[src/design/fxmd_pkg.sv]
// shared types and constants for the fixed point multiply/divide unit
package fxmd_pkg;

   localparam int unsigned WORD_BITS  = 32;
   localparam int unsigned WIDE_BITS  = 64;
   localparam int unsigned DIV_STEPS  = 2;
   localparam int unsigned DIV_STAGES = WIDE_BITS / DIV_STEPS;

   typedef enum logic [1:0] {
      OP_GENERAL = 2'd0,
      OP_FIX_MUL = 2'd1,
      OP_FIX_DIV = 2'd2,
      OP_NONE    = 2'd3
   } op_type;

   // control flags that travel with each word down the pipeline
   typedef struct packed {
      logic neg;
      logic dz;
      logic nop;
   } ctl_type;

endpackage

[src/design/fxmd_front.sv]
// front end: operand magnitudes, divisor select, product or scaled numerator
module fxmd_front #(
   parameter int unsigned FRACTION_BITS = 16
) (
   input  logic                   clock,
   input  logic                   reset,
   input  logic                   enable,
   input  logic                   valid_in,
   input  logic [1:0]             opcode,
   input  logic signed [31:0]     operand_a,
   input  logic signed [31:0]     operand_b,
   input  logic signed [31:0]     operand_c,
   output logic                   valid_out,
   output logic [63:0]            num_out,
   output logic [31:0]            den_out,
   output fxmd_pkg::ctl_type      ctl_out
);
   import fxmd_pkg::*;

   logic          s1_valid_ff, s1_valid_in;
   logic [31:0]   s1_ma_ff, s1_ma_in;
   logic [31:0]   s1_mb_ff, s1_mb_in;
   logic [31:0]   s1_den_ff, s1_den_in;
   logic          s1_div_ff, s1_div_in;
   ctl_type       s1_ctl_ff, s1_ctl_in;
   logic          s2_valid_ff;
   logic [63:0]   s2_num_ff, s2_num_in;
   logic [31:0]   s2_den_ff;
   ctl_type       s2_ctl_ff;
   logic [31:0]   mc;
   logic          na, nb, nc;

   // magnitudes and signs
   always_comb begin
      na        = operand_a[31];
      nb        = operand_b[31];
      nc        = operand_c[31];
      s1_ma_in  = na ? (~operand_a + 32'd1) : operand_a;
      s1_mb_in  = nb ? (~operand_b + 32'd1) : operand_b;
      mc        = nc ? (~operand_c + 32'd1) : operand_c;
      s1_valid_in = valid_in;
      s1_div_in = 1'b0;
      s1_den_in = 32'd0;
      s1_ctl_in = '{neg: 1'b0, dz: 1'b0, nop: 1'b0};
      unique case (opcode)
         OP_GENERAL: begin
            s1_den_in     = mc;
            s1_ctl_in.neg = na ^ nb ^ nc;
         end
         OP_FIX_MUL: begin
            s1_den_in     = 32'd1 << FRACTION_BITS;
            s1_ctl_in.neg = na ^ nb;
         end
         OP_FIX_DIV: begin
            s1_den_in     = s1_mb_in;
            s1_div_in     = 1'b1;
            s1_ctl_in.neg = na ^ nb;
         end
         default: begin
            s1_ctl_in.nop = 1'b1;
         end
      endcase
      s1_ctl_in.dz = (s1_den_in == 32'd0) && !s1_ctl_in.nop;
   end

   // product or shifted numerator
   always_comb begin
      if (s1_div_ff) begin
         s2_num_in = {32'd0, s1_ma_ff} << FRACTION_BITS;
      end else begin
         s2_num_in = {32'd0, s1_ma_ff} * {32'd0, s1_mb_ff};
      end
   end

   always_ff @(posedge clock) begin
      if (reset) begin
         s1_valid_ff <= 1'b0;
         s2_valid_ff <= 1'b0;
      end else if (enable) begin
         s1_valid_ff <= s1_valid_in;
         s2_valid_ff <= s1_valid_ff;
      end
   end

   always_ff @(posedge clock) begin
      if (enable) begin
         s1_ma_ff  <= s1_ma_in;
         s1_mb_ff  <= s1_mb_in;
         s1_den_ff <= s1_den_in;
         s1_div_ff <= s1_div_in;
         s1_ctl_ff <= s1_ctl_in;
         s2_num_ff <= s2_num_in;
         s2_den_ff <= s1_den_ff;
         s2_ctl_ff <= s1_ctl_ff;
      end
   end

   assign valid_out = s2_valid_ff;
   assign num_out   = s2_num_ff;
   assign den_out   = s2_den_ff;
   assign ctl_out   = s2_ctl_ff;

endmodule

[config.mk]
export PLATFORM = sky130hd
export DESIGN_NAME = fxmd_front
export DESIGN_NICKNAME = d
export VERILOG_FILES = /design/src/design/fxmd_pkg.sv /design/src/design/fxmd_front.sv
export SDC_FILE = /design/constraint.sdc
export NUM_CORES = 2
export LEC_CHECK = 0
export BUFFER_PORTS_ARGS = -buffer_cell sky130_fd_sc_hd__buf_4
export CORE_MARGIN = 5
export CORE_UTILIZATION = 60
export DETAILED_ROUTE_END_ITERATION = 16
export HOLD_SLACK_MARGIN = 0.05
export PLACE_DENSITY = 0.87
export SYNTH_ARGS = -nofsm -noshare
export SYNTH_HDL_FRONTEND = slang
export SYNTH_SLANG_ARGS = --single-unit
[constraint.sdc]
create_clock -name clock -period 9.2 [get_ports clock]
set_clock_uncertainty 0.15 [all_clocks]
set_input_delay 0.92 -clock clock [delete_from_list [all_inputs] [get_ports clock]]
set_output_delay 0.92 -clock clock [all_outputs]
set_load 0.01 [all_outputs]
* Word-level counts from Yosys, hierarchy flattened
Cells that the tools add are included.
** Operators by class
- Mux-type cells :: 8
- Shift-type cells :: 0
- Reductions and logical operators :: 5
- Bitwise logic cells :: 5
- Order comparisons :: 0
- $mul :: 1
- Div/mod/pow operators :: 0
- Equality and inequality tests :: 2
- Add/subtract/negate cells :: 3
** Operators by type and width (number)
- $add A32 B1 Y32 const B :: 3
- $not A32 Y32 :: 3
- $pmux W32 S3 :: 1
- $mul A32 B32 Y64 :: 1
- $mux W32 :: 2
- $mux W48 :: 1
- $logic_not A32 Y1 :: 1
- $mux W31 :: 1
- $reduce_or A3 Y1 :: 1
- $eq A2 B1 Y1 const B :: 1
- $eq A2 B2 Y1 const B :: 1
- $logic_not A2 Y1 :: 1
- $mux W1 :: 2
- $pmux W1 S2 :: 1
- $reduce_or A2 Y1 :: 1
- $xor A1 B1 Y1 :: 2
- $logic_and A1 B1 Y1 :: 1
** Word-level totals
- Memories kept :: 0
- Register bits :: 201
- Output and inout port bits :: 100
- Latch bits :: 0
- Bits in read-only memories :: 0
- Logic and storage cells :: 40
- Memory bits (writable) :: 0

* Depth between registers and ports, before layout
- Depth in word-level cells :: 6
- Gate-level depth with buffers :: 27
- Gate-level depth less buffers :: 25

* Worst setup path before layout
OpenSTA, ideal clock, no wires.
- Path kind :: register -> register
- Start point :: register s1_mb_ff[8]
- End point :: register s2_num_ff[58], in the netlist num_out[58] (data pin)
- Path slack :: 1.502 ns
- Data required time :: 8.790 ns
- Path buffers :: 2
- Data arrival time :: 7.288 ns
- Library setup time :: 0.260 ns
- Cell stages (with the launch flop) :: 26
- Path through :: edfxtp_1 > clkbuf_1 > and2_1 > fa_1 > fa_1 > inv_1 > fa_1 > fa_1 > inv_1 > fa_1 > fa_1 > fa_1 > inv_1 > fa_1 > inv_1 > ha_1 > clkbuf_1 > nand2_1 > nor4_1 > and3_1 > nand3_1 > nand2_1 > a31oi_1 > a41o_1 > o41ai_1 > mux2_2
** On the way
- Longest elaborated chain between the ends :: 1
** Ends and longest elaborated chain
- start, declared :: line fxmd_front.sv:22 : logic [31:0] s1_mb_ff, s1_mb_in;
- start signal, assigned :: line fxmd_front.sv:88 : s1_mb_ff <= s1_mb_in;
- $mul A32 B32 Y64 :: line fxmd_front.sv:71 : s2_num_in = {32'd0, s1_ma_ff} * {32'd0, s1_mb_ff};
- end signal, assigned :: line fxmd_front.sv:92 : s2_num_ff <= s2_num_in;
- end, declared :: line fxmd_front.sv:27 : logic [63:0] s2_num_ff, s2_num_in;
Every way passes these cells.
A chain may end at the register's enable or synchronous reset.

* Worst setup path after layout
Ends and elaborated chain as after synthesis.

==> impl_metrics.py <==
metrics = {
    "detailed_routing": {
        "drt_iter0_drc": 3011,
        "post_drt_wl_per_cell_um": 21.6,
        "vias_per_cell": 5.90,
        "vias": 32300,
        "finalWirelength_mm": 118,
        "detail-route-antenna-nets": 0,
        "drc": 0,
        "detail_route.first_pass.iterations": 6,
    },
    "clock_tree": {
        "h-tree-depth": 1,
        "clk_pin_slew_worst_paths_ns": 0.08,
        "clkSinkCount": 201,
        "clk_latency_ns": 0.60,
        "cts_root_buf": "clkbuf_16",
        "cts_setup_buffers": 0,
        "cts_resized": 0,
        "cts_tree": "done",
        "clock_path_buffers": 3,
        "cts_made_buffers": 25,
        "cts_hold_buf": 0,
    },
    "worst_hold_path": {
        "hp-start": "s1_den_ff[26]",
        "hp-class": "reg2reg",
    },
    "placement": {
        "place_hpwl_mm": 95.8,
        "gp_congestion": 0.999,
        "port_buffers": 201,
        "pre_cts_slack_ns": 0.518,
    },
    "synthesis": {
        "yosys_warnings": 0,
        "synth_area_per_cell_um2": 9.59,
        "syn_inst": 4447,
        "synth_edf_count": 199,
        "synthSimpleGateAreaFrac_pct": 17.6,
        "syn_area_um2": 42700,
        "synthFlopType": "edfxtp_1",
        "async_reset_ff_share_pct": 0,
        "synthAdderAreaFrac_pct": 50.0,
        "synth_xor_xnor_area_share_pct": 2.67,
        "synth_cell_type_count": 69,
        "synth_mux_area_share_pct": 0.329,
        "synth-compound-area-share_pct": 5.50,
        "seq_area_frac_synth_pct": 14.1,
        "synth_seq_cells": 201,
        "synth_nets": 5715,
        "synth_top_family_by_area": "adder cells",
    },
    "global_route": {
        "grt_pass1_vias": 35400,
        "gr-max-usage-layer": "met2",
        "antenna_found_initial": 4,
        "grt_max_degree": 86,
        "grt_pass1_wl_mm": 189,
        "use_met2_pct": 52.6,
        "grtUsageMet1_pct": 36.1,
        "grt_use_met3_pct": 5.69,
        "grt_usage_pct": 31.2,
        "overflow": 0,
    },
    "final_layout": {
        "regArea_um2": 6020,
        "nets": 5788,
        "layout-drive-gt1-share_pct": 7.84,
        "nFillCells": 5115,
        "final_common_cell": "fa_1",
        "mostFrequentLayoutCells": "fa_1 (896), inv_1 (868), and2_1 (615)",
        "syn2layout_area_growth_pct": 7.74,
        "multiInputGateArea_um2": 32400,
    },
    "floorplan": {
        "io-pin-count": 202,
        "die-area_um2": 76500,
        "die_y_um": 277,
        "rows": 97,
        "fp.coreArea_um2": 70300,
        "initial_utilization_pct": 60.7,
        "fp.dieW_um": 277,
    },
    "worst_setup_path": {
        "cp.arrival_ns": 9.03,
        "cp_data_required_time_ns": 9.40,
        "crit_type": "reg2reg",
        "rrSetupSlack_ns": 0.36,
        "crit_fanout": 24,
        "end_kind": "flop",
        "r2r-start": "s1_mb_ff[8]",
        "crit_path_start_kind": "flop",
        "crit_path_start": "s1_mb_ff[8]",
    },
    "run_status": {
        "status": "finished clean",
    },
    "timing": {
        "finalCriticalPeriod_ns": 8.84,
        "slew_headroom_pct": 26.5,
        "slew_viol_final": 0,
        "grt_setup_unrepaired": "false",
        "worst_pin_slew_ns": 1.10,
        "setup_slack_ns": 0.363,
        "max_clock_freq_ghz": 0.113,
        "tns_ns": 0,
        "setup_violations": 0,
        "hold_viol": 0,
        "period_share_pct": 96.1,
    },
    "run": {
        "maxCapViolations": 0,
    },
}
-- synthesized netlist by cell type, drive strengths merged (5+ instances only) --
| cell type | instances | area share (%) |
|---|---|---|
| o22ai | 11 | 0.16 |
| and2 | 615 | 9.0 |
| a31oi | 8 | 0.12 |
| nand4 | 24 | 0.37 |
| nor3b | 10 | 0.18 |
| or3 | 13 | 0.23 |
| a22oi | 6 | 0.11 |
| inv | 868 | 7.6 |
| nor2b | 13 | 0.19 |
| or4 | 9 | 0.17 |
| o41ai | 13 | 0.28 |
| xnor2 | 83 | 1.7 |
| nor3 | 31 | 0.38 |
| nand2 | 550 | 4.8 |
| o21bai | 18 | 0.32 |
| o21a | 6 | 0.11 |
| mux2i | 5 | 0.12 |
| o31ai | 21 | 0.38 |
| nand3 | 27 | 0.32 |
| o31a | 7 | 0.14 |
| and3 | 16 | 0.23 |
| fa | 896 | 42 |
| nor4 | 20 | 0.32 |
| buf | 7 | 0.067 |
| a21o | 38 | 0.67 |
| a21oi | 82 | 0.96 |
| edfxtp | 199 | 14 |
| a22o | 9 | 0.18 |
| o21ai | 102 | 1.2 |
| nor2 | 102 | 0.90 |
| xor2 | 47 | 0.97 |
| mux2 | 8 | 0.21 |
| a41oi | 5 | 0.10 |
| clkbuf | 241 | 2.1 |
| a211oi | 13 | 0.23 |
| nand2b | 11 | 0.16 |
| ha | 270 | 7.9 |
-- area by class of cell --
type                    instances  area share (%)
well taps                     940            2.56
flip-flops and latches        201            13.1
multi-input cells            3130            70.6
inverters                     868            7.09
clock buffers                  27            1.38
diodes                          3          0.0163
clock inverters                18           0.419
repair buffers                294            4.84
-- stage by stage --
step                instance area [um2]  hold WS, ns  cells  util [%]
global route                      45900        0.270   5478      65.4
finish                            46000        0.265   5481      65.4
CTS                               45900        0.266   5478      65.4
detailed placement                45100        0.255   5433      64.2
global placement                  45100        0.251   5433      64.2
floorplan                         42700        0.250   4447         -
-- worst max-delay path: stages, from the launching register on --
cell and delay, ns:
edfxtp_1 1.08, buf_4 0.33, nand2_1 0.10, fa_1 0.53
fa_1 0.55, fa_1 0.47, fa_1 0.54, inv_1 0.06
fa_1 0.56, fa_1 0.43, fa_1 0.55, inv_1 0.07
fa_1 0.49, inv_1 0.04, ha_1 0.43, nand2_1 0.17
nor4_1 0.20, buf_4 0.19, and3_1 0.23, nand3_1 0.09
nand2_1 0.10, a31oi_1 0.08, a41o_1 0.31, o41ai_1 0.44
mux2_2 0.39
-- path summary, 6_finish.rpt --
check / to / cells after the start
setup / recovery: num_out[58] / 24
hold reg to reg: den_out[26] / 0
setup reg to reg: num_out[58] / 24
hold / removal: den_out[26] / 0
-- sequential cells by signal, summed over array words and instances (netlist names), 3 cells and up --
name / cells
num_out: 64
den_out: 32
s1_den_ff: 32
s1_ma_ff: 32
s1_mb_ff: 32
ctl_out: 3
s1_ctl_ff: 3
-- cells by family after synthesis --
kind of cell | count (synthesis)
compound gates | 365
flops | 201
buf+inv | 1116
mux | 13
xor+xnor | 130
simple gates | 1456
fa+ha+maj | 1166
-- routing by layer --
metal	routed length [um]	up-vias	part of all wire, %
met1	39200	16200	33
met5	0	-	0
met3	10200	633	8.6
li1	-	13700	-
met2	57900	1815	49
met4	11000	0	9.3
Power is not shown: default switching activity piles up to over one toggle a cycle in this logic, so the estimate is an artifact.
