`src/design/fxmd_pkg.sv`:
```
// shared types and constants for the fixed point multiply/divide unit
package fxmd_pkg;

   localparam int unsigned WORD_BITS  = 32;
   localparam int unsigned WIDE_BITS  = 64;
   localparam int unsigned DIV_STEPS  = 2;
   localparam int unsigned DIV_STAGES = WIDE_BITS / DIV_STEPS;

   typedef enum logic [1:0] {
      OP_GENERAL = 2'd0,
      OP_FIX_MUL = 2'd1,
      OP_FIX_DIV = 2'd2,
      OP_NONE    = 2'd3
   } op_type;

   // control flags that travel with each word down the pipeline
   typedef struct packed {
      logic neg;
      logic dz;
      logic nop;
   } ctl_type;

endpackage

```
`src/design/fxmd_div_stage.sv`:
```
// one stage of the restoring divider, DIV_STEPS (2) quotient bits per stage
module fxmd_div_stage (
   input  logic                   clock,
   input  logic                   reset,
   input  logic                   enable,
   input  logic                   valid_in,
   input  logic [31:0]            rem_in,
   input  logic [63:0]            quo_in,
   input  logic [31:0]            den_in,
   input  fxmd_pkg::ctl_type      ctl_in,
   output logic                   valid_out,
   output logic [31:0]            rem_out,
   output logic [63:0]            quo_out,
   output logic [31:0]            den_out,
   output fxmd_pkg::ctl_type      ctl_out
);
   import fxmd_pkg::*;

   logic          valid_ff;
   logic [31:0]   rem_ff, rem_in_w;
   logic [63:0]   quo_ff, quo_in_w;
   logic [31:0]   den_ff;
   ctl_type       ctl_ff;

   // shift in numerator bits, subtract where the divisor fits
   always_comb begin
      logic [32:0] t;
      logic        ge;
      rem_in_w = rem_in;
      quo_in_w = quo_in;
      for (int i = 0; i < DIV_STEPS; i++) begin
         t  = {rem_in_w, quo_in_w[63]};
         ge = (t >= {1'b0, den_in});
         if (ge) begin
            t = t - {1'b0, den_in};
         end
         rem_in_w = t[31:0];
         quo_in_w = {quo_in_w[62:0], ge};
      end
   end

   always_ff @(posedge clock) begin
      if (reset) begin
         valid_ff <= 1'b0;
      end else if (enable) begin
         valid_ff <= valid_in;
      end
   end

   always_ff @(posedge clock) begin
      if (enable) begin
         rem_ff <= rem_in_w;
         quo_ff <= quo_in_w;
         den_ff <= den_in;
         ctl_ff <= ctl_in;
      end
   end

   assign valid_out = valid_ff;
   assign rem_out   = rem_ff;
   assign quo_out   = quo_ff;
   assign den_out   = den_ff;
   assign ctl_out   = ctl_ff;

endmodule

```
`config.mk`:
```
export PLATFORM = sky130hd
export DESIGN_NAME = fxmd_div_stage
export DESIGN_NICKNAME = d
export VERILOG_FILES = /design/src/design/fxmd_pkg.sv /design/src/design/fxmd_div_stage.sv
export SDC_FILE = /design/constraint.sdc
export NUM_CORES = 1
export LEC_CHECK = 0
export ABC_AREA = 0
export BUFFER_PORTS_ARGS = -buffer_cell sky130_fd_sc_hd__buf_4
export CAP_MARGIN = 20
export CORE_MARGIN = 2
export CORE_UTILIZATION = 50
export CTS_CLUSTER_SIZE = 30
export DETAILED_ROUTE_END_ITERATION = 12
export PLACE_DENSITY = 0.81
export SLEW_MARGIN = 20
export SYNTH_ARGS = -nofsm -noshare
export SYNTH_HDL_FRONTEND = slang
export SYNTH_SLANG_ARGS = --single-unit
export TNS_END_PERCENT = 5
```
`constraint.sdc`:
```
create_clock -name clock -period 7.7 [get_ports clock]
set_input_delay 0.385 -clock clock [delete_from_list [all_inputs] [get_ports clock]]
set_output_delay 0.385 -clock clock [all_outputs]
set_load 0.05 [all_outputs]
```
# ---- Word level (Yosys, flattened, before mapping)
# Cells that the tools add are included.
# Widths: inputs -> output; s select.
dict set report word_totals {
  reg_bits 132
  in_bits 135
  wordCells 13
}
dict set report op_classes {
  add_sub_neg 2
  n_lt_le_gt_ge 2
  n_mux 2
}
# cell n
set ops {}
lappend ops {{$ge 33x32->1} 2}
lappend ops {{$mux 32} 2}
lappend ops {{$sub 32x32->32} 2}

# ---- Depth between registers and ports, before layout
# Gate-level depths: netlist of the first run.
dict set report logic_depth {
  depth_word 4
  ltp_mapped 25
  mapped_depth_nobuf 22
}

# ---- Worst setup path after synthesis of the first run
# No wires, ideal clock.
dict set report synth_timing {
  kind {input to register}
  start {input den_in[19]}
  end {register rem_ff[10] (netlist: rem_out[10]) (data pin)}
  setup_ns 0.262
  t_arrival_ns 5.776
  required_ns 7.438
  setup_slack_ns 1.661
  path_stages 23
  n_path_buf 3
  cell_sequence {inv_1 > ha_1 > or2_2 > and3_1 > a2111o_1 > a21oi_1 > nor4b_2 > or4b_1 > and2_1 > buf_2 > buf_4 > mux2_2 > ha_1 > or3_4 > and2_1 > a221o_1 > a311o_1 > a21o_1 > a221oi_2 > nand2_1 > a211oi_4 > buf_6 > mux2_1}
}
dict set report synth_between {
  elab_chain_cells 4
  elab_cells_between_ends 6
  classes_between {add/sub (2); order compare (2); mux (2)}
}
# element line_no
set synth_lines {}
lappend synth_lines {{start: declaration} fxmd_div_stage.sv:9} ;# input logic [31:0] den_in,
lappend synth_lines {{$ge 33x32->1 / $sub 32x32->32 (equally long branches)} {fxmd_div_stage.sv:33, fxmd_div_stage.sv:35}}
lappend synth_lines {{$mux 32} fxmd_div_stage.sv:34} ;# if (ge) begin
lappend synth_lines {{$sub 32x32->32 / $ge 33x32->1 (equally long branches)} {fxmd_div_stage.sv:35, fxmd_div_stage.sv:33}}
lappend synth_lines {{$mux 32 (*)} fxmd_div_stage.sv:34}
lappend synth_lines {{net rem_in_w[10]} fxmd_div_stage.sv:20} ;# logic [31:0] rem_ff, rem_in_w;
lappend synth_lines {{end signal: assignment} fxmd_div_stage.sv:52} ;# rem_ff <= rem_in_w;
lappend synth_lines {{end: declaration} fxmd_div_stage.sv:20}
# The timed path passes the listed nets; every way through them passes the cells marked *.
# A chain may end at the register's enable or synchronous reset.

# ---- Final worst setup path of the first run
dict set report layout_timing {
  start {input den_in[18]}
  end {register rem_ff[2] (netlist: rem_out[2]) (data pin)}
}
# The elaborated chain is that of the path after synthesis.

==> results.yml, run 1 <==
status:
  status: "finished, final reports clean"
cts:
  cts_htree_levels: 4
  cts_resized: 0
  clock_tree_from_tritoncts: "yes"
  cts_made_buffers: 17
  clockBufferDepth: 2
  clockRootBuffer: "sky130_fd_sc_hd__clkbuf_16"
  postCtsSetupRepairBufs: 0
  cts_hold_buffers: 0
  cts.sink_count: 132
  cts.reportedPaths.clkPinSlew_ns: 0.06
  clock_insertion_delay_worst_skew_ns: 0.42
power:
  cellPowerDensity_nw_per_um2: 276.4
  cellInternalPower_w: 0.001934
  seq_power_share_pct: 30.8
  maximum_resistive_drop_on_vdd_uv: 157.8
  power_switching_w: 0.001168
  pwr-share-clk_pct: 26.7
  leakage_nw: 4.940
  power_switching_share_pct: 37.65
  p_comb_share_pct: 42.5
yosys:
  synth.top_cells.by_area: "sky130_fd_sc_hd__edfxtp_1 (47%), sky130_fd_sc_hd__ha_1 (9.5%), sky130_fd_sc_hd__mux2_2 (4.3%)"
  postSynthNetCount: 959
  postSynth.asyncResetShare_pct: 0
  postSynthCellCount: 758
  synth.yosys.seq_area_share_pct: 46.83
  netlist_area_sq_um: 8443
  synth_edf_count: 131
  synthesis.yosys.warnings: 0
  synth_top_area_cell: "sky130_fd_sc_hd__edfxtp_1"
  netlist-cell-type-count: 68
  synth_largest_type_area_fraction_pct: 46.59
  yosys_register_bits: 132
  avg_cell_area_syn_sq_um: 11.14
  synthFlopType: "sky130_fd_sc_hd__edfxtp_1"
sta:
  clock_skew_ns: 0
  final.setup.tns_ns: 0
  timing_hold_violations_final: 0
  min_period_ns: 6.512
  max_slew_headroom_at_the_worst_pin_pct: 30.77
  setup_violations: 0
  rsz0062_at_grt: "no"
  finalWorstSetupSlack_ns: 1.188
  layout_worst_path_cycle_share_pct: 84.57
  timing.final.max_slew_violations: 0
  worstMarginPinSlew_ns: 1.038
  max_clock_freq_mhz: 153.6
place:
  dp_slack_ns: 0.8376
  dpl_cells: 1226
  place_congestion: 0.9036
  detailedPlacementHpwl_microns: 18170
  port_buffers: 266
layout:
  most-common-layout-cells: "sky130_fd_sc_hd__buf_4 (268), sky130_fd_sc_hd__edfxtp_1 (131), sky130_fd_sc_hd__ha_1 (64)"
  layout.cells.most_common: "sky130_fd_sc_hd__buf_4"
  syn2layout_area_growth_pct: 32.93
  antennaDiodeCount: 0
  drive_above_1_share_pct: 33.27
  num-fill-cells: 1273
  finalNonFillerCells: 1257
  final_nets: 1226
setup_path:
  critical_path.max_fanout: 33
  worst_setup_path_start_kind: "input port"
  timing.reg2reg.worst_path_depth: 2
  slack_of_the_worst_reg_to_reg_path_ns: 7.09
  critPathCapture: "rem_out[2]$_DFFE_PP_"
  worst_ep_arrival_time_ns: 6.67
  path_class: "in2reg"
  reg2reg_to: "valid_out$_SDFFE_PP0P_"
  crit_start: "den_in[18]"
  required_ns: 7.86
  critPathCaptureType: "flip-flop"
  timing.rr.start: "valid_out$_SDFFE_PP0P_"
floorplan:
  die-width_microns: 133.9
  floorplan.initialDensity_pct: 51.09
  fp.dieH_microns: 133.9
  ioPinCount: 267
  row_count: 47
  floorplan.die_area_sq_um: 17940
  floorplan.core_area_sq_um: 16520
detailed_routing:
  drt_drc_violations_left: 0
  routedWlPerCell_microns: 18.37
  finalWirelength_microns: 23090
  antenna_violating_nets_post_route: 0
  dr.pass1.iters: 5
  post_drt_via_cell_ratio: 5.576
  drt-initial-drc-count: 437
  via_count_of_the_routed_design: 7009
grt:
  overall_track_demand_over_capacity_in_global_routing_pct: 25.60
  vias_in_the_first_global_route: 6820
  global_route_wire_length_before_repair_microns: 35720
  grt_max_degree: 82
  global_route.overflow_total: 0
  antenna_found_initial: 0
min_path:
  hp-start: "reset"
  min-delay-path-class: "in2reg"
job:
  max_cap_violations: 0
[per-stage QoR]
step	power, W	hold WS [ns]	area (sq um)	util (%)
after global placement	0.002263	0.4829	10620	64.28
after global routing	0.003248	0.1130	11220	67.92
final	0.003103	0.1220	11220	67.92
after floorplan	0.001920	0.4574	8443	-
after detailed placement	0.002281	0.5127	10620	64.28
after CTS	0.003120	0.1120	11220	67.92
[cells in the mapped netlist (all sizes together), types with 8 or more instances]
| cell type | n |
|---|---|
| a21o | 25 |
| a21oi | 48 |
| a31oi | 9 |
| and3 | 13 |
| buf | 11 |
| clkbuf | 10 |
| edfxtp | 131 |
| ha | 64 |
| inv | 55 |
| mux2 | 56 |
| nand2 | 40 |
| nand3 | 14 |
| nand4 | 9 |
| nor2 | 50 |
| nor2b | 8 |
| nor3 | 11 |
| o21a | 8 |
| o21ai | 47 |
| xnor2 | 26 |
| xor2 | 21 |
[power by group through the flow]
stage | clock [W] | combinational (W) | sequential [W]
finish | 0.000828 | 0.00132 | 0.000957
global route | 0.000872 | 0.00141 | 0.000967
CTS | 0.000844 | 0.00132 | 0.000958
detailed placement | 0 | 0.00131 | 0.000971
global placement | 0 | 0.00129 | 0.000970
floorplan | 0 | 0.000589 | 0.00133
[worst min-delay path by stage]
stage                                         to  slack, ns  depth (start not counted)
after global placement    valid_out$_SDFFE_PP0P_       0.48                          2
final                     valid_out$_SDFFE_PP0P_       0.12                          2
after global routing      valid_out$_SDFFE_PP0P_       0.11                          2
after floorplan           valid_out$_SDFFE_PP0P_       0.46                          1
after detailed placement  valid_out$_SDFFE_PP0P_       0.51                          2
after CTS                 valid_out$_SDFFE_PP0P_       0.11                          2
[final cells by class]
class	instances	area, sq um	share of cell area [%]
clock buffer	17	425.4	3.790
clock inverter	14	176.4	1.572
inverter	55	206.4	1.839
multi-input combinational	550	4163	37.09
sequential	132	3954	35.23
tap	220	275.3	2.453
timing repair buffer	269	2023	18.03
[worst max-delay path, cell delays in order]
cell	delay, ns
sky130_fd_sc_hd__buf_4	0.08
sky130_fd_sc_hd__inv_1	0.05
sky130_fd_sc_hd__ha_1	0.42
sky130_fd_sc_hd__a211o_1	0.30
sky130_fd_sc_hd__and3_1	0.18
sky130_fd_sc_hd__a2111o_1	0.39
sky130_fd_sc_hd__a21oi_1	0.24
sky130_fd_sc_hd__nor4b_2	0.27
sky130_fd_sc_hd__or4b_1	0.23
sky130_fd_sc_hd__and2_1	0.14
sky130_fd_sc_hd__buf_4	0.41
sky130_fd_sc_hd__mux2_2	0.41
sky130_fd_sc_hd__ha_1	0.20
sky130_fd_sc_hd__or3_4	0.40
sky130_fd_sc_hd__and2_1	0.18
sky130_fd_sc_hd__a221o_1	0.36
sky130_fd_sc_hd__a311o_1	0.36
sky130_fd_sc_hd__a21o_1	0.22
sky130_fd_sc_hd__a221oi_2	0.26
sky130_fd_sc_hd__nand2_1	0.12
sky130_fd_sc_hd__a211oi_4	0.16
sky130_fd_sc_hd__buf_4	0.47
sky130_fd_sc_hd__mux2_2	0.40
[registers in the layout (all words and copies together), names as in the netlist]
signal / flops
quo_out: 64
den_out: 32
rem_out: 32
ctl_out: 3
valid_out: 1
[routing by layer]
metal	up-vias	global-route usage, %	part of all wire [%]
met4	0	10.87	3.3
met3	50	6.463	6.9
met5	-	0	0
li1	3402	-	-
met1	3307	30.06	40
met2	250	44.59	50
[logic make-up after synthesis]
logic type	count (synthesis)	synth area share (%)
buffers and inverters	76	3.868
multiplexers	63	8.521
adder cells (fa/ha/maj)	66	9.959
AO/OA/AOI/OAI	197	15.53
AND/OR/NAND/NOR	177	10.42
flip-flops	132	46.83
XOR/XNOR	47	4.876
Power figures use the tool's default switching activity.
==> inputs of run 2 (changes only) <==
--- a/config.mk
+++ b/config.mk
@@ -5,14 +5,14 @@
 export SDC_FILE = /design/constraint.sdc
 export NUM_CORES = 1
 export LEC_CHECK = 0
-export ABC_AREA = 0
+export ABC_AREA = 1
 export BUFFER_PORTS_ARGS = -buffer_cell sky130_fd_sc_hd__buf_4
 export CAP_MARGIN = 20
 export CORE_MARGIN = 2
-export CORE_UTILIZATION = 50
+export CORE_UTILIZATION = 48
 export CTS_CLUSTER_SIZE = 30
 export DETAILED_ROUTE_END_ITERATION = 12
-export PLACE_DENSITY = 0.81
+export PLACE_DENSITY = 0.79
 export SLEW_MARGIN = 20
 export SYNTH_ARGS = -nofsm -noshare
 export SYNTH_HDL_FRONTEND = slang
==> constraint.sdc (replaced) <==
create_clock -name clock -period 5.5 [get_ports clock]
set_input_delay 0.275 -clock clock [delete_from_list [all_inputs] [get_ports clock]]
set_output_delay 0.275 -clock clock [all_outputs]
set_load 0.05 [all_outputs]
==> results.yml, run 2 <==
status:
  status: "finished, final reports clean"
setup_path:
  required_ns: 5.66
  worst_setup_path_start_kind: "input port"
  crit_start: "den_in[28]"
  timing.reg2reg.worst_path_depth: 2
  slack_of_the_worst_reg_to_reg_path_ns: 4.92
  path_class: "in2reg"
  worst_ep_arrival_time_ns: 4.45
  timing.rr.start: "valid_out$_SDFFE_PP0P_"
  critPathCaptureType: "flip-flop"
  critPathCapture: "rem_out[8]$_DFFE_PP_"
  critical_path.max_fanout: 34
  reg2reg_to: "valid_out$_SDFFE_PP0P_"
floorplan:
  floorplan.core_area_sq_um: 19400
  floorplan.die_area_sq_um: 20800
  ioPinCount: 267
  floorplan.initialDensity_pct: 48.66
  die-width_microns: 144.2
  fp.dieH_microns: 144.2
  row_count: 51
sta:
  clock_skew_ns: 0
  worstMarginPinSlew_ns: 0.9897
  timing.final.max_slew_violations: 0
  layout_worst_path_cycle_share_pct: 78.11
  max_clock_freq_mhz: 232.8
  final.setup.tns_ns: 0
  rsz0062_at_grt: "no"
  min_period_ns: 4.296
  max_slew_headroom_at_the_worst_pin_pct: 34.02
  setup_violations: 0
  timing_hold_violations_final: 0
power:
  cellPowerDensity_nw_per_um2: 364.8
  report.power.total_w: 0.004487
  leakage_nw: 6.225
  maximum_resistive_drop_on_vdd_uv: 212.8
grt:
  overall_track_demand_over_capacity_in_global_routing_pct: 30.30
  grt_max_degree: 75
  vias_in_the_first_global_route: 8767
  global_route.overflow_total: 0
  global_route_wire_length_before_repair_microns: 47200
  antenna_found_initial: 0
layout:
  antennaDiodeCount: 0
  most-common-layout-cells: "sky130_fd_sc_hd__nand2_1 (400), sky130_fd_sc_hd__buf_4 (270), sky130_fd_sc_hd__inv_1 (182)"
  syn2layout_area_growth_pct: 30.31
  largest_register_ff_count: 64
  drive_above_1_share_pct: 21.59
  layout.cells.most_common: "sky130_fd_sc_hd__nand2_1"
  final_nets: 1689
yosys:
  synth_top_area_cell: "sky130_fd_sc_hd__edfxtp_1"
  netlist_area_sq_um: 9439
  postSynth.asyncResetShare_pct: 0
  postSynthNetCount: 1418
  netlist-cell-type-count: 42
  synth.yosys.seq_area_share_pct: 41.89
  synthFlopType: "sky130_fd_sc_hd__edfxtp_1"
  synth_edf_count: 131
  synth_most_common_cell: "sky130_fd_sc_hd__nand2_1"
  synthesis.yosys.warnings: 0
  avg_cell_area_syn_sq_um: 7.756
  yosys_register_bits: 132
  postSynthCellCount: 1217
  synth_largest_type_area_fraction_pct: 41.68
  synthTopCellsByCount: "sky130_fd_sc_hd__nand2_1 (400), sky130_fd_sc_hd__inv_1 (182), sky130_fd_sc_hd__edfxtp_1 (131)"
  synth.top_cells.by_area: "sky130_fd_sc_hd__edfxtp_1 (42%), sky130_fd_sc_hd__nand2_1 (16%), sky130_fd_sc_hd__ha_1 (8.5%)"
detailed_routing:
  finalWirelength_microns: 31940
  dr.pass1.iters: 5
  drt-initial-drc-count: 724
  post_drt_via_cell_ratio: 5.283
  antenna_violating_nets_post_route: 0
  drt_drc_violations_left: 0
  via_count_of_the_routed_design: 9330
  routedWlPerCell_microns: 18.09
cts:
  clock_insertion_delay_worst_skew_ns: 0.42
  clock_tree_from_tritoncts: "yes"
  cts.reportedPaths.clkPinSlew_ns: 0.07
  clockRootBuffer: "sky130_fd_sc_hd__clkbuf_16"
  cts_made_buffers: 17
  cts_htree_levels: 4
  cts.sink_count: 132
  postCtsSetupRepairBufs: 0
  clockBufferDepth: 2
min_path:
  min-delay-path-class: "in2reg"
  worstHoldPathCells: 1
job:
  max_cap_violations: 0
place:
  port_buffers: 266
  place_congestion: 0.9904
  detailedPlacementHpwl_microns: 26350
run 2: changes by cell type after synthesis, moves of 19 or more:
| cell | delta |
|---|---|
| sky130_fd_sc_hd__o21ai_0 | -20 |
| sky130_fd_sc_hd__nand3_1 | +86 |
| sky130_fd_sc_hd__mux2_2 | -32 |
| sky130_fd_sc_hd__inv_1 | +127 |
| sky130_fd_sc_hd__mux2_1 | -19 |
| sky130_fd_sc_hd__nor2_1 | +36 |
| sky130_fd_sc_hd__nand4_1 | +24 |
| sky130_fd_sc_hd__nand2_1 | +360 |
run 2: worst min path at each step:
stage / slack (ns) / endpoint / start
detailed placement: 0.44 / valid_out$_SDFFE_PP0P_ / reset
floorplan: 0.35 / valid_out$_SDFFE_PP0P_ / reset
global route: 0.01 / quo_out[25]$_DFFE_PP_ / quo_in[23]
finish: 0.03 / den_out[28]$_DFFE_PP_ / den_in[28]
global placement: 0.43 / valid_out$_SDFFE_PP0P_ / reset
CTS: 0.008 / quo_out[52]$_DFFE_PP_ / quo_in[50]
run 2: what timing repair did:
item                                   CTS  global route
hold buffers                             1             0
endpoints found under the hold margin    1             0
gates resized for setup                  0             0
run 2: metal layers:
metal | vias up | global-route usage [%] | part of all wire [%]
met4 | 0 | 10.58 | 2.9
met3 | 53 | 5.795 | 8.2
met2 | 421 | 51.63 | 48
li1 | 4554 | - | -
met1 | 4302 | 38.66 | 41
met5 | - | 0 | 0
run 2: power by group:
part	leakage [nW]	internal, W	switching (W)
Combinational	4.64	0.000606	0.00138
Sequential	1.29	0.00129	0.0000367
Clock	0.300	0.000719	0.000449
run 2: final cells by class:
| cell class | count | area (sq um) |
|---|---|---|
| clock inverter | 14 | 175.2 |
| sequential | 132 | 3954 |
| clock buffer | 18 | 429.2 |
| tap | 265 | 331.6 |
| fill | 1811 | 7098 |
| inverter | 187 | 703.2 |
| multi-input combinational | 879 | 4671 |
| timing repair buffer | 271 | 2037 |
run 2: kinds of logic after synthesis:
kind of cell,after synthesis,share of synthesized area [%]
AOI/OAI and AO/OA,110,6.508
xor gates and xnor gates,40,3.712
adders and majority gates,66,8.908
buffers and inverters,206,8.629
DFF,132,41.89
muxes,1,0.1060
and+or+nand+nor,662,30.25
run 2: critical path, cell delays in order:
cell	delay (ns)
sky130_fd_sc_hd__buf_4	0.11
sky130_fd_sc_hd__inv_1	0.11
sky130_fd_sc_hd__ha_1	0.35
sky130_fd_sc_hd__nand2_1	0.19
sky130_fd_sc_hd__nor2_1	0.07
sky130_fd_sc_hd__nor2_1	0.14
sky130_fd_sc_hd__nor2_1	0.06
sky130_fd_sc_hd__nor2_1	0.13
sky130_fd_sc_hd__nand2_1	0.08
sky130_fd_sc_hd__inv_2	0.32
sky130_fd_sc_hd__nand2_4	0.33
sky130_fd_sc_hd__nand2_1	0.14
sky130_fd_sc_hd__nand2_1	0.12
sky130_fd_sc_hd__ha_1	0.38
sky130_fd_sc_hd__a21oi_1	0.22
sky130_fd_sc_hd__nand2_1	0.13
sky130_fd_sc_hd__nand3_1	0.09
sky130_fd_sc_hd__nand2_1	0.11
sky130_fd_sc_hd__nand2_1	0.10
sky130_fd_sc_hd__nand2_1	0.12
sky130_fd_sc_hd__nand4_1	0.10
sky130_fd_sc_hd__nand2_1	0.09
sky130_fd_sc_hd__nand2_2	0.10
sky130_fd_sc_hd__nand3_4	0.31
sky130_fd_sc_hd__nand2_1	0.16
sky130_fd_sc_hd__nand2_1	0.08
run 2: per-stage QoR:
stage	worst slack (ns)	instance area [sq um]	hold slack, ns	std cells	utilization [%]
after floorplan	1.987	9439	0.3474	1217	-
after global placement	0.8784	11690	0.4341	1733	60.24
after detailed placement	0.8789	11690	0.4368	1733	60.24
after CTS	1.302	12300	0.008482	1766	63.41
after global routing	0.8092	12300	0.01149	1766	63.41
final	1.204	12300	0.02713	1766	63.41
